===== src/design/bsa_pkg.sv =====
// ----------------------------------------------------------------------------
// bsa_pkg
// Shared types and codes of the buddy sub-allocator.
// ----------------------------------------------------------------------------
package bsa_pkg;

    localparam int LVL_W = 7;  // levels up to 64, with one step of headroom

    typedef enum logic [1:0] {
        REQ_ALLOC   = 2'd0,
        REQ_FREE    = 2'd1,
        REQ_REALLOC = 2'd2,
        REQ_NONE    = 2'd3
    } bsa_kind_t;

    typedef enum logic [1:0] {
        NK_ABSENT = 2'd0,
        NK_INNER  = 2'd1,
        NK_FREE   = 2'd2,
        NK_BUSY   = 2'd3
    } bsa_node_t;

    typedef enum logic [1:0] {
        ST_OK      = 2'd0,
        ST_NOSPACE = 2'd1,
        ST_BADOFF  = 2'd2,
        ST_UNUSED  = 2'd3
    } bsa_status_t;

    localparam logic REG_WHOLE = 1'b0;
    localparam logic REG_MIN   = 1'b1;

    localparam logic [5:0] WHOLE_RESET = 6'd20;
    localparam logic [5:0] MIN_RESET   = 6'd10;

    typedef struct packed {
        bsa_kind_t   kind;
        logic [31:0] block_offset;
        logic [32:0] request_size;
        logic [32:0] request_alignment;
    } bsa_req_t;

    typedef struct packed {
        logic [31:0] result_offset;
        bsa_status_t status;
    } bsa_rsp_t;

    // classified request handed from front to back
    typedef struct packed {
        bsa_kind_t        kind;
        logic [31:0]      boff;
        logic             size_zero;
        logic [LVL_W-1:0] want;
    } bsa_item_t;

endpackage


===== src/design/bsa_front.sv =====
// ----------------------------------------------------------------------------
// bsa_front
// Accept request beats, work out the request level, and queue them.
// ----------------------------------------------------------------------------
module bsa_front
    import bsa_pkg::*;
(
    input  logic       clk,
    input  logic       rst_n,
    input  logic [5:0] bot_lv,
    input  logic       req_valid,
    output logic       req_stall,
    input  bsa_req_t   req,
    output logic       q_valid,
    output bsa_item_t  q_item,
    input  logic       q_pop
);

    bsa_item_t   ent_reg [2];
    logic        wr_ptr_reg, wr_ptr_next;
    logic        rd_ptr_reg, rd_ptr_next;
    logic [1:0]  cnt_reg, cnt_next;
    logic        push;
    bsa_item_t   cls;
    logic [32:0] size_m1;
    logic [32:0] align_sh;
    logic [LVL_W-1:0] clg;
    logic [LVL_W-1:0] alg;
    logic [LVL_W-1:0] w;

    // bit length of size-1 and of align>>1
    always_comb
    begin
        size_m1  = req.request_size - 33'd1;
        align_sh = req.request_alignment >> 1;
        clg = '0;
        alg = '0;
        for (int i = 0; i < 33; i++)
        begin
            if (size_m1[i])
                clg = LVL_W'(i + 1);
            if (align_sh[i])
                alg = LVL_W'(i + 1);
        end
        w = clg;
        if (w < {1'b0, bot_lv})
            w = {1'b0, bot_lv};
        if (w < alg)
            w = alg;
        cls.kind      = req.kind;
        cls.boff      = req.block_offset;
        cls.size_zero = (req.request_size == 33'd0);
        cls.want      = w;
    end

    assign req_stall = (cnt_reg == 2'd2);
    assign push      = req_valid && !req_stall;
    assign q_valid   = (cnt_reg != 2'd0);
    assign q_item    = ent_reg[rd_ptr_reg];

    always_comb
    begin
        wr_ptr_next = wr_ptr_reg ^ push;
        rd_ptr_next = rd_ptr_reg ^ q_pop;
        cnt_next    = cnt_reg + {1'b0, push} - {1'b0, q_pop};
    end

    always_ff @(posedge clk or negedge rst_n)
    begin
        if (!rst_n)
        begin
            wr_ptr_reg <= 1'b0;
            rd_ptr_reg <= 1'b0;
            cnt_reg    <= 2'd0;
        end
        else
        begin
            wr_ptr_reg <= wr_ptr_next;
            rd_ptr_reg <= rd_ptr_next;
            cnt_reg    <= cnt_next;
        end
    end

    always_ff @(posedge clk)
    begin
        if (push)
            ent_reg[wr_ptr_reg] <= cls;
    end

endmodule


===== config.mk =====
export PLATFORM = sky130hd
export DESIGN_NAME = bsa_front
export DESIGN_NICKNAME = d
export VERILOG_FILES = /design/src/design/bsa_pkg.sv /design/src/design/bsa_front.sv
export SDC_FILE = /design/constraint.sdc
export NUM_CORES = 1
export LEC_CHECK = 0
export BUFFER_PORTS_ARGS = -buffer_cell sky130_fd_sc_hd__buf_2
export CAP_MARGIN = 5
export CORE_UTILIZATION = 37
export CTS_CLUSTER_SIZE = 10
export DETAILED_ROUTE_END_ITERATION = 8
export GPL_ROUTABILITY_DRIVEN = 0
export GPL_TIMING_DRIVEN = 1
export SLEW_MARGIN = 20
export SYNTH_ARGS = -nofsm -noshare
export SYNTH_HDL_FRONTEND = slang
export SYNTH_SLANG_ARGS = --single-unit

===== constraint.sdc =====
create_clock -name clk -period 3.25 [get_ports clk]
set_input_delay 0.1625 -clock clk [delete_from_list [all_inputs] [get_ports clk]]
set_output_delay 0.1625 -clock clk [all_outputs]
set_load 0.1 [all_outputs]

==> results of run 1 <==
-- through the flow --
stage / setup TNS, ns / setup slack [ns]
after floorplan: -18.58 / -1.65
after global placement: -22.68 / -1.91
after detailed placement: -25.06 / -2.12
after CTS: -19.01 / -1.61
after global routing: -22.37 / -1.89
final: -19.28 / -1.66
-- worst reg2reg max path: cells and delay by family (launching register included) --
| family | cells | cell delay, ns |
|---|---|---|
| adders and majority gates | 1 | 0.46 |
| buffers and inverters | 2 | 0.41 |
| DFF | 1 | 0.36 |
| and+or+nand+nor | 2 | 0.20 |
-- placed cells by master (no fill, tap or decap), drive strengths merged, types with 14 or more instances in the layout --
master	Yosys	final
buf	17	328
edfxtp	82	82
mux2	45	45
nor2	45	45
inv	34	34
a21oi	30	30
nand2	22	22
nor3	21	21
o21ai	19	19
nor4	19	19
ha	17	17
nand3	14	14
nand4	13	14
-- final cells by class --
cell class / count / area (µm²) / share of cell area [%]
multi-input cells: 392 / 3260 / 37.4
clock inverters: 5 / 106 / 1.22
repair buffers: 332 / 2170 / 24.9
flip-flops and latches: 86 / 2560 / 29.4
well taps: 188 / 235 / 2.70
clock buffers: 11 / 243 / 2.79
inverters: 34 / 133 / 1.52
-- power by group through the flow --
stage	logic, W	clock network (W)	registers (W)
final	0.00314	0.00116	0.00168
after global routing	0.00327	0.00123	0.00172
after CTS	0.00313	0.00119	0.00169
after detailed placement	0.00306	0	0.00171
after global placement	0.00304	0	0.00169
after floorplan	0.00259	0	0.00160
-- per-layer routing --
metal	wire length [µm]	track usage, %	vias up
met3	857	3.21	43
met4	520	10.2	0
met2	8430	36.7	179
li1	-	-	2718
met5	0	0	-
met1	6550	22.8	2668
-- cell families after synthesis --
kind of cell	after synthesis	synth area share [%]
fa+ha+maj	17	3.69
buf+inv	61	4.68
mux	54	10.5
other cells	1	0.0650
xor+xnor	12	1.82
simple gates	180	19.2
flops	86	44.4
compound gates	127	15.7
-- how the worst min path moves through the flow --
stage | from | to | slack, ns
4_1_cts | req[91] | ent_reg[1][33] | 0.0004
5_1_grt | req[77] | ent_reg[1][19] | 0.0004
3_3_place_gp | rst_n | cnt_reg[1] | -0.03
3_5_place_dp | rst_n | cnt_reg[0] | -0.02
2_1_floorplan | rst_n | cnt_reg[0] | -0.13
6_report | req[75] | ent_reg[0][17] | 0.02
-- repair_timing --
item                       4_1_cts  5_1_grt
setup endpoints to repair       12       12
hold buffers                     4        0
hold endpoints to repair        10        0
gates resized for setup         17       37
cloned                           0        1
pin swaps                       17       20
setup buffers                   24       15
==> results.cfg, run 1 <==
[synthesis]
ys_ff_latch = 86
synth_area_mm2 = 0.00577
synth-edff-count = 82
synth_cells = 538
yosysMostFrequentCell = edfxtp_1
synthTopCellsByArea = edfxtp_1 (43%), mux2_2 (8.4%), ha_1 (3.7%)
async_flop_share_pct = 4.65
yosysWarningCount = 0
syn_nets = 665
ys_top_cells_by_count = edfxtp_1 (82), mux2_2 (43), nor2_1 (43)
syn_area_per_cell_um2 = 10.7
seq_area_frac_synth_pct = 44.4
synth_cell_types = 81
yosys.area.top_type = edfxtp_1
synth-main-ff-cell = edfxtp_1
synth_top_area_share_pct = 42.7

[min_path]
min_path_cells = 1
min_path_type = in -> reg

[clock_tree]
cts_tree = built
cts_made_buffers = 9
clockRootBuffer = clkbuf_16
cts-htree-levels = 3
clk_pin_slew_worst_paths_ns = 0.06
clock-sinks = 86
cts_buffer_depth = 2
clock_latency_ns = 0.33

[floorplan]
die-area_mm2 = 0.0161
rows = 45
dieHeight_um = 127
start_util_pct = 38.0
fp.coreArea_mm2 = 0.0152
num_io_pins = 154
dieWidth_um = 127

[layout]
fin_cells = 1048
final_layout_size_suffix_gt1_share_pct = 55.1
final_area_mm2 = 0.00871
fillers = 1302
area_delta_synth_final_pct = 51.0
post-route-util_pct = 57.3
largest_register_ffs = 82
antenna_cells = 0
nets = 982

[place]
placed_area_mm2 = 0.00777
dp.cells = 988
dp_hpwl_um = 12400
io_buffers = 151

[routing]
wl_per_cell_um = 15.6
routed_wl_um = 16400
ant_nets = 0
firstDrtPassIters = 5
drc = 0
num_vias = 5608
via_per_inst = 5.35
drt_iter0_markers = 277

[power_and_ir_drop]
peakVddDrop_v = 0.000528
p_seq_share_pct = 28.1
intPower_w = 0.00305
clkPwrFrac_pct = 19.4
pwr-share-comb_pct = 52.5
power_w = 0.00598
p_switching_w = 0.00293
power_leakage_nw = 3.62
switching_share_pct = 49.0
p_per_area_mw_per_mm2 = 687

[worst_setup_path]
r2r-start = cnt_reg[0]
crit_arrival_ns = 4.97
path_class = in -> reg
cp.depth = 26
worstPathMaxFanout = 7
cp.required_ns = 3.32
crit_buf_inv = 3
crit_slowest_cell = or4_4
cpPeakStageDelay_ns = 0.60
cpLargestDelayFamily = simple AND/OR/NAND/NOR gates
worstSetupEndpointType = flop
r2r_end = ent_reg[1][28]
critPathLaunchType = primary input
critPathLaunch = req[38]
reg2reg_depth = 5
rrSetupSlack_ns = 1.51
worstSetupEndpoint = ent_reg[0][4]
crit_top_cell = a21oi_2

[global_routing]
antenna_found_initial = 0
grt_pass1_wl_um = 26100
grt_overflow = 0
first_global_vias = 5654
grt_max_degree = 43
grt_util_all_layers_pct = 20.2

[sta]
worstMarginPinSlew_ns = 0.945
fin_ws_ns = -1.66
hold_viol = 0
setup_viol = 12
hold_slack_ns = 0.0178
period_share_pct = 151
rsz0062_at_grt = yes
slew_viol_final = 0
max_freq_ghz = 0.204
final.min_clock_period_ns = 4.91
worst_slew_margin_rel_pct = 37.0
fin_skew_ns = 0.00583

[run_status]
outcome = complete, but fails checks
violations = negative setup slack

[job]
cap_violations = 0
Note: power is estimated with default switching activity, not from simulation.
==> run 2: changes to the inputs <==
--- a/config.mk
+++ b/config.mk
@@ -5,8 +5,10 @@
 export SDC_FILE = /design/constraint.sdc
 export NUM_CORES = 1
 export LEC_CHECK = 0
+export ABC_AREA = 1
 export BUFFER_PORTS_ARGS = -buffer_cell sky130_fd_sc_hd__buf_2
 export CAP_MARGIN = 5
+export CORE_ASPECT_RATIO = 1.75
 export CORE_UTILIZATION = 37
 export CTS_CLUSTER_SIZE = 10
 export DETAILED_ROUTE_END_ITERATION = 8
==> results.cfg, run 2 <==
[worst_setup_path]
worstSetupEndpoint = ent_reg[1][1]
critPathLaunchType = primary input
reg2reg_depth = 5
r2r_end = ent_reg[1][4]
critPathLaunch = req[33]
crit_arrival_ns = 4.32
rrSetupSlack_ns = 1.33
cpPeakStageDelay_ns = 0.32
path_class = in -> reg
cp.required_ns = 3.33
crit_slowest_cell = ha_1
worstSetupEndpointType = flop
r2r-start = cnt_reg[1]
worstPathMaxFanout = 6

[place]
io_buffers = 151
dp_hpwl_um = 8880
dp.cells = 902
post-place-ws_ns = -1.44
placed_area_mm2 = 0.00669

[synthesis]
synth-main-ff-cell = edfxtp_1
ys_top_cells_by_count = nand2_1 (104), edfxtp_1 (82), nor2_1 (70)
yosysMostFrequentCell = nand2_1
synth_area_mm2 = 0.00504
synth_cell_types = 41
syn_area_per_cell_um2 = 10.1
synth-edff-count = 82
syn_nets = 627
synth_top_area_share_pct = 48.8
yosysWarningCount = 0
yosys.area.top_type = edfxtp_1
synth_cells = 500
synthTopCellsByArea = edfxtp_1 (49%), mux2_2 (9.2%), nand2_1 (7.7%)
async_flop_share_pct = 4.65
seq_area_frac_synth_pct = 50.8
ys_ff_latch = 86

[power_and_ir_drop]
clkPwrFrac_pct = 19.0
p_per_area_mw_per_mm2 = 794
p_switching_w = 0.00289
pwr-share-comb_pct = 51.7
peakVddDrop_v = 0.000304
power_leakage_nw = 3.30
p_seq_share_pct = 29.2
switching_share_pct = 50.1
intPower_w = 0.00288

[sta]
max_freq_ghz = 0.236
slew_viol_final = 0
hold_viol = 0
worstMarginPinSlew_ns = 0.955
fin_ws_ns = -0.984
setup_viol = 12
rsz0062_at_grt = yes
fin_skew_ns = 0.00515
fin_tns_setup_ns = -11.59
worst_slew_margin_rel_pct = 36.3
final.min_clock_period_ns = 4.23
period_share_pct = 130

[routing]
ant_nets = 0
drt_iter0_markers = 145
routed_wl_um = 11200
via_per_inst = 4.61
num_vias = 4313
firstDrtPassIters = 4
drc = 0
wl_per_cell_um = 12.0

[clock_tree]
cts_buffer_depth = 2
clockRootBuffer = clkbuf_16
cts_made_buffers = 9
cts-htree-levels = 3
cts_tree = built
clock_latency_ns = 0.33
clock-sinks = 86
clk_pin_slew_worst_paths_ns = 0.06

[job]
cap_violations = 0

[run_status]
outcome = complete, but fails checks
violations = negative setup slack

[layout]
area_delta_synth_final_pct = 43.9
final_cell_mix = buf_2 (148), nand2_1 (98), buf_4 (97)
nets = 883
final_layout_size_suffix_gt1_share_pct = 47.3
final_area_mm2 = 0.00726
fillers = 1217
largest_register_ffs = 82
fin_cells = 936
post-route-util_pct = 54.2
layout_commonest_cell = buf_2

[floorplan]
dieHeight_um = 156
num_io_pins = 154
dieWidth_um = 90.3
fp.coreArea_mm2 = 0.0134
start_util_pct = 37.7
rows = 56
die-area_mm2 = 0.0141

[global_routing]
grt_pass1_wl_um = 18200
grt_overflow = 0
antenna_found_initial = 1
grt_util_all_layers_pct = 16.2
grt_max_degree = 43
first_global_vias = 4340

[min_path]
min_path_type = in -> reg
## run 2: kinds of logic (layout without fill, tap and decap cells)
family / count (synthesis) / after routing / share of synthesized area (%)
multiplexers: 41 / 41 / 9.15
AND/OR/NAND/NOR: 233 / 234 / 22.2
AO/OA/AOI/OAI: 36 / 36 / 4.29
flip-flops: 86 / 86 / 50.8
other: 1 / 2 / 0.0743
buffers and inverters: 58 / 318 / 4.39
adder cells (fa/ha/maj): 17 / 17 / 4.22
XOR/XNOR: 28 / 28 / 4.86
## run 2: per-layer routing
layer / GRT usage [%] / vias to the layer above / wire, µm / part of all wire [%]
met5: 0 / - / 0 / 0
met4: 7.07 / 0 / 233 / 2.1
met3: 3.60 / 16 / 553 / 4.9
met2: 32.9 / 114 / 6510 / 58
met1: 15.0 / 1970 / 3920 / 35
li1: - / 2213 / - / -
## run 2: stage by stage
stage	hold WS, ns	total power [W]
2_1_floorplan	-0.133	0.00413
3_3_place_gp	-0.0286	0.00463
3_5_place_dp	-0.0279	0.00468
4_1_cts	0.00275	0.00581
5_1_grt	0.00430	0.00599
6_report	0.0183	0.00576
## run 2: worst min-delay path by stage
stage	startpoint	endpoint	cells past startpoint
3_3_place_gp	rst_n	cnt_reg[1]	1
2_1_floorplan	rst_n	cnt_reg[0]	0
3_5_place_dp	rst_n	cnt_reg[0]	1
4_1_cts	req[73]	ent_reg[1][15]	1
5_1_grt	req[77]	ent_reg[0][19]	1
6_report	req[73]	ent_reg[1][15]	1
## run 2: cell type report
class	count	area, µm²	area share [%]
sequential	86	2560	35.3
multi-input combinational	357	2400	33.0
timing repair buffer	250	1530	21.1
clock buffer	10	239	3.29
tap	174	218	3.00
inverter	52	214	2.95
clock inverter	6	91.3	1.26
antenna	1	2.50	0.0345
## run 2: what timing repair did
item / CTS / global route
gates cloned: 1 / 0
buffers inserted: 12 / 2
gates resized for setup: 17 / 11
pin swaps: 10 / 5
endpoints found under the setup margin: 12 / 12
hold buffers: 2 / 0
endpoints found under the hold margin: 6 / 0
## run 2: worst max-delay path: cells and delay by family
kind | cells | cell delay, ns
simple gates | 20 | 2.21
buf+inv | 4 | 0.42
xor+xnor | 1 | 0.15
compound gates | 4 | 0.63
fa+ha+maj | 3 | 0.75
## run 2: power by group through the flow
stage	Clock (W)	Combinational, W	Sequential, W
3_5_place_dp	0	0.00297	0.00171
3_3_place_gp	0	0.00294	0.00169
6_report	0.00110	0.00298	0.00168
4_1_cts	0.00113	0.00299	0.00169
2_1_floorplan	0	0.00253	0.00160
5_1_grt	0.00117	0.00310	0.00172
==> run 3: changes to the inputs <==
--- a/config.mk
+++ b/config.mk
@@ -7,13 +7,14 @@
 export LEC_CHECK = 0
 export ABC_AREA = 1
 export BUFFER_PORTS_ARGS = -buffer_cell sky130_fd_sc_hd__buf_2
-export CAP_MARGIN = 5
 export CORE_ASPECT_RATIO = 1.75
+export CORE_MARGIN = 5
 export CORE_UTILIZATION = 37
 export CTS_CLUSTER_SIZE = 10
 export DETAILED_ROUTE_END_ITERATION = 8
 export GPL_ROUTABILITY_DRIVEN = 0
 export GPL_TIMING_DRIVEN = 1
+export HOLD_SLACK_MARGIN = 0.1
 export SLEW_MARGIN = 20
 export SYNTH_ARGS = -nofsm -noshare
 export SYNTH_HDL_FRONTEND = slang
==> results.cfg, run 3 (same netlist as run 2, synthesis figures left out) <==
[power_and_ir_drop]
power_w = 0.00574
clkPwrFrac_pct = 17.2
p_switching_w = 0.00291
p_seq_share_pct = 29.4
p_per_area_mw_per_mm2 = 752
power_leakage_nw = 3.45
peakVddDrop_v = 0.000413
intPower_w = 0.00283
switching_share_pct = 50.7
pwr-share-comb_pct = 53.4

[worst_setup_path]
rrSetupSlack_ns = 1.34
crit_slowest_cell = ha_1
crit_arrival_ns = 4.18
r2r-start = cnt_reg[1]
critPathLaunchType = primary input
worstSetupEndpointType = flop
worstPathMaxFanout = 6
crit_top_cell = nand2_1
cp.required_ns = 3.33
cpPeakStageDelay_ns = 0.30
reg2reg_depth = 5
r2r_end = ent_reg[1][17]
path_class = in -> reg

[sta]
fin_ws_ns = -0.850
slew_viol_final = 0
rsz0062_at_grt = yes
fin_tns_setup_ns = -10.14
setup_viol = 12
period_share_pct = 126
hold_viol = 0
worstMarginPinSlew_ns = 0.936
fin_skew_ns = 0.00698
max_freq_ghz = 0.244
final.min_clock_period_ns = 4.10
worst_slew_margin_rel_pct = 37.6

[place]
io_buffers = 151
dp_hpwl_um = 9710

[global_routing]
grt_pass1_wl_um = 19900
grt_max_degree = 43
grt_util_all_layers_pct = 15.0
antenna_found_initial = 0
grt_overflow = 0
first_global_vias = 4575

[clock_tree]
clk_pin_slew_worst_paths_ns = 0.06
cts-htree-levels = 3
clockRootBuffer = clkbuf_16
cts_made_buffers = 9
clock-sinks = 86
cts_tree = built
clock_latency_ns = 0.33
cts_buffer_depth = 2

[layout]
fillers = 1169
layout_commonest_cell = buf_2
area_delta_synth_final_pct = 51.2
largest_register_ffs = 82
final_cell_mix = buf_2 (148), buf_4 (96), nand2_1 (95)
nets = 919
final_layout_size_suffix_gt1_share_pct = 45.8
antenna_cells = 0

[job]
cap_violations = 0

[floorplan]
start_util_pct = 37.7
fp.coreArea_mm2 = 0.0134
num_io_pins = 154
dieWidth_um = 98.3
dieHeight_um = 164
rows = 56
die-area_mm2 = 0.0162

[routing]
routed_wl_um = 12300
wl_per_cell_um = 12.7
firstDrtPassIters = 4
ant_nets = 0
drt_iter0_markers = 162
num_vias = 4456
drc = 0
via_per_inst = 4.59

[run_status]
outcome = complete, but fails checks
violations = negative setup slack

[min_path]
min_path_type = in -> async
## run 3: changes by cell type in the layout (fill, tap and decap cells not counted), moves of 2 or more
cell / change
nor2_2: -3
nor2_1: +2
clkbuf_1: +2
inv_6: -3
clkinv_4: +3
nand2_1: -3
nand2_2: +2
dlygate4sd3_1: +34
buf_6: +2
## run 3: worst max path at each step
stage            start            end  cells past startpoint
6_report       req[36]  ent_reg[1][3]                     31
2_1_floorplan  req[33]  ent_reg[0][3]                     32
3_5_place_dp   req[33]  ent_reg[1][5]                     33
5_1_grt        req[39]  ent_reg[1][3]                     32
3_3_place_gp   req[33]  ent_reg[0][5]                     32
4_1_cts        req[33]  ent_reg[1][0]                     33
## run 3: power groups by stage
| stage | clock [W] | sequential, W | combinational [W] |
|---|---|---|---|
| after floorplan | 0 | 0.00160 | 0.00253 |
| after global placement | 0 | 0.00170 | 0.00297 |
| after detailed placement | 0 | 0.00172 | 0.00299 |
| after CTS | 0.00101 | 0.00169 | 0.00306 |
| after global routing | 0.00106 | 0.00172 | 0.00319 |
| final | 0.000986 | 0.00169 | 0.00306 |
## run 3: final cells by class
type	count	area, µm²	share of cell area (%)
Inverter	52	214	2.80
Timing Repair Buffer	286	1900	24.9
Multi-Input combinational cell	357	2440	32.0
Clock inverter	5	61.3	0.804
Clock buffer	11	233	3.05
Sequential cell	86	2560	33.6
Tap cell	174	218	2.85
## run 3: critical path, delay by kind of cell
kind                       cells  cell delay [ns]
buffers and inverters          2             0.20
AOI/OAI and AO/OA              4             0.71
xor gates and xnor gates       1             0.15
adders and majority gates      2             0.53
and+or+nand+nor               22             2.41
## run 3: what timing repair did
item                       in CTS  in global routing
setup endpoints to repair      12                 12
hold endpoints to repair       73                  0
gates resized for setup        19                 22
hold buffers                   36                  0
cloned                          1                  0
setup buffers                  10                  2
pin swaps                       6                  9
## run 3: layer usage
layer / wire length [µm] / global-route usage (%) / vias to the layer above
li1: - / - / 2274
met1: 4430 / 14.9 / 2035
met2: 6970 / 30.5 / 125
met3: 673 / 3.17 / 22
met4: 250 / 4.66 / 0
met5: 0 / 0 / -
## run 3: through the flow
| step | setup slack (ns) | cell area (µm²) | instances | utilization [%] | hold WS [ns] |
|---|---|---|---|---|---|
| 2_1_floorplan | -0.920 | 5110 | 500 | - | -0.133 |
| 3_3_place_gp | -1.25 | 6720 | 906 | 50.2 | -0.0276 |
| 3_5_place_dp | -1.41 | 6720 | 906 | 50.2 | -0.0253 |
| 4_1_cts | -0.917 | 7520 | 969 | 56.2 | 0.149 |
| 5_1_grt | -1.26 | 7630 | 971 | 57.0 | 0.164 |
| 6_report | -0.850 | 7630 | 971 | 57.0 | 0.168 |
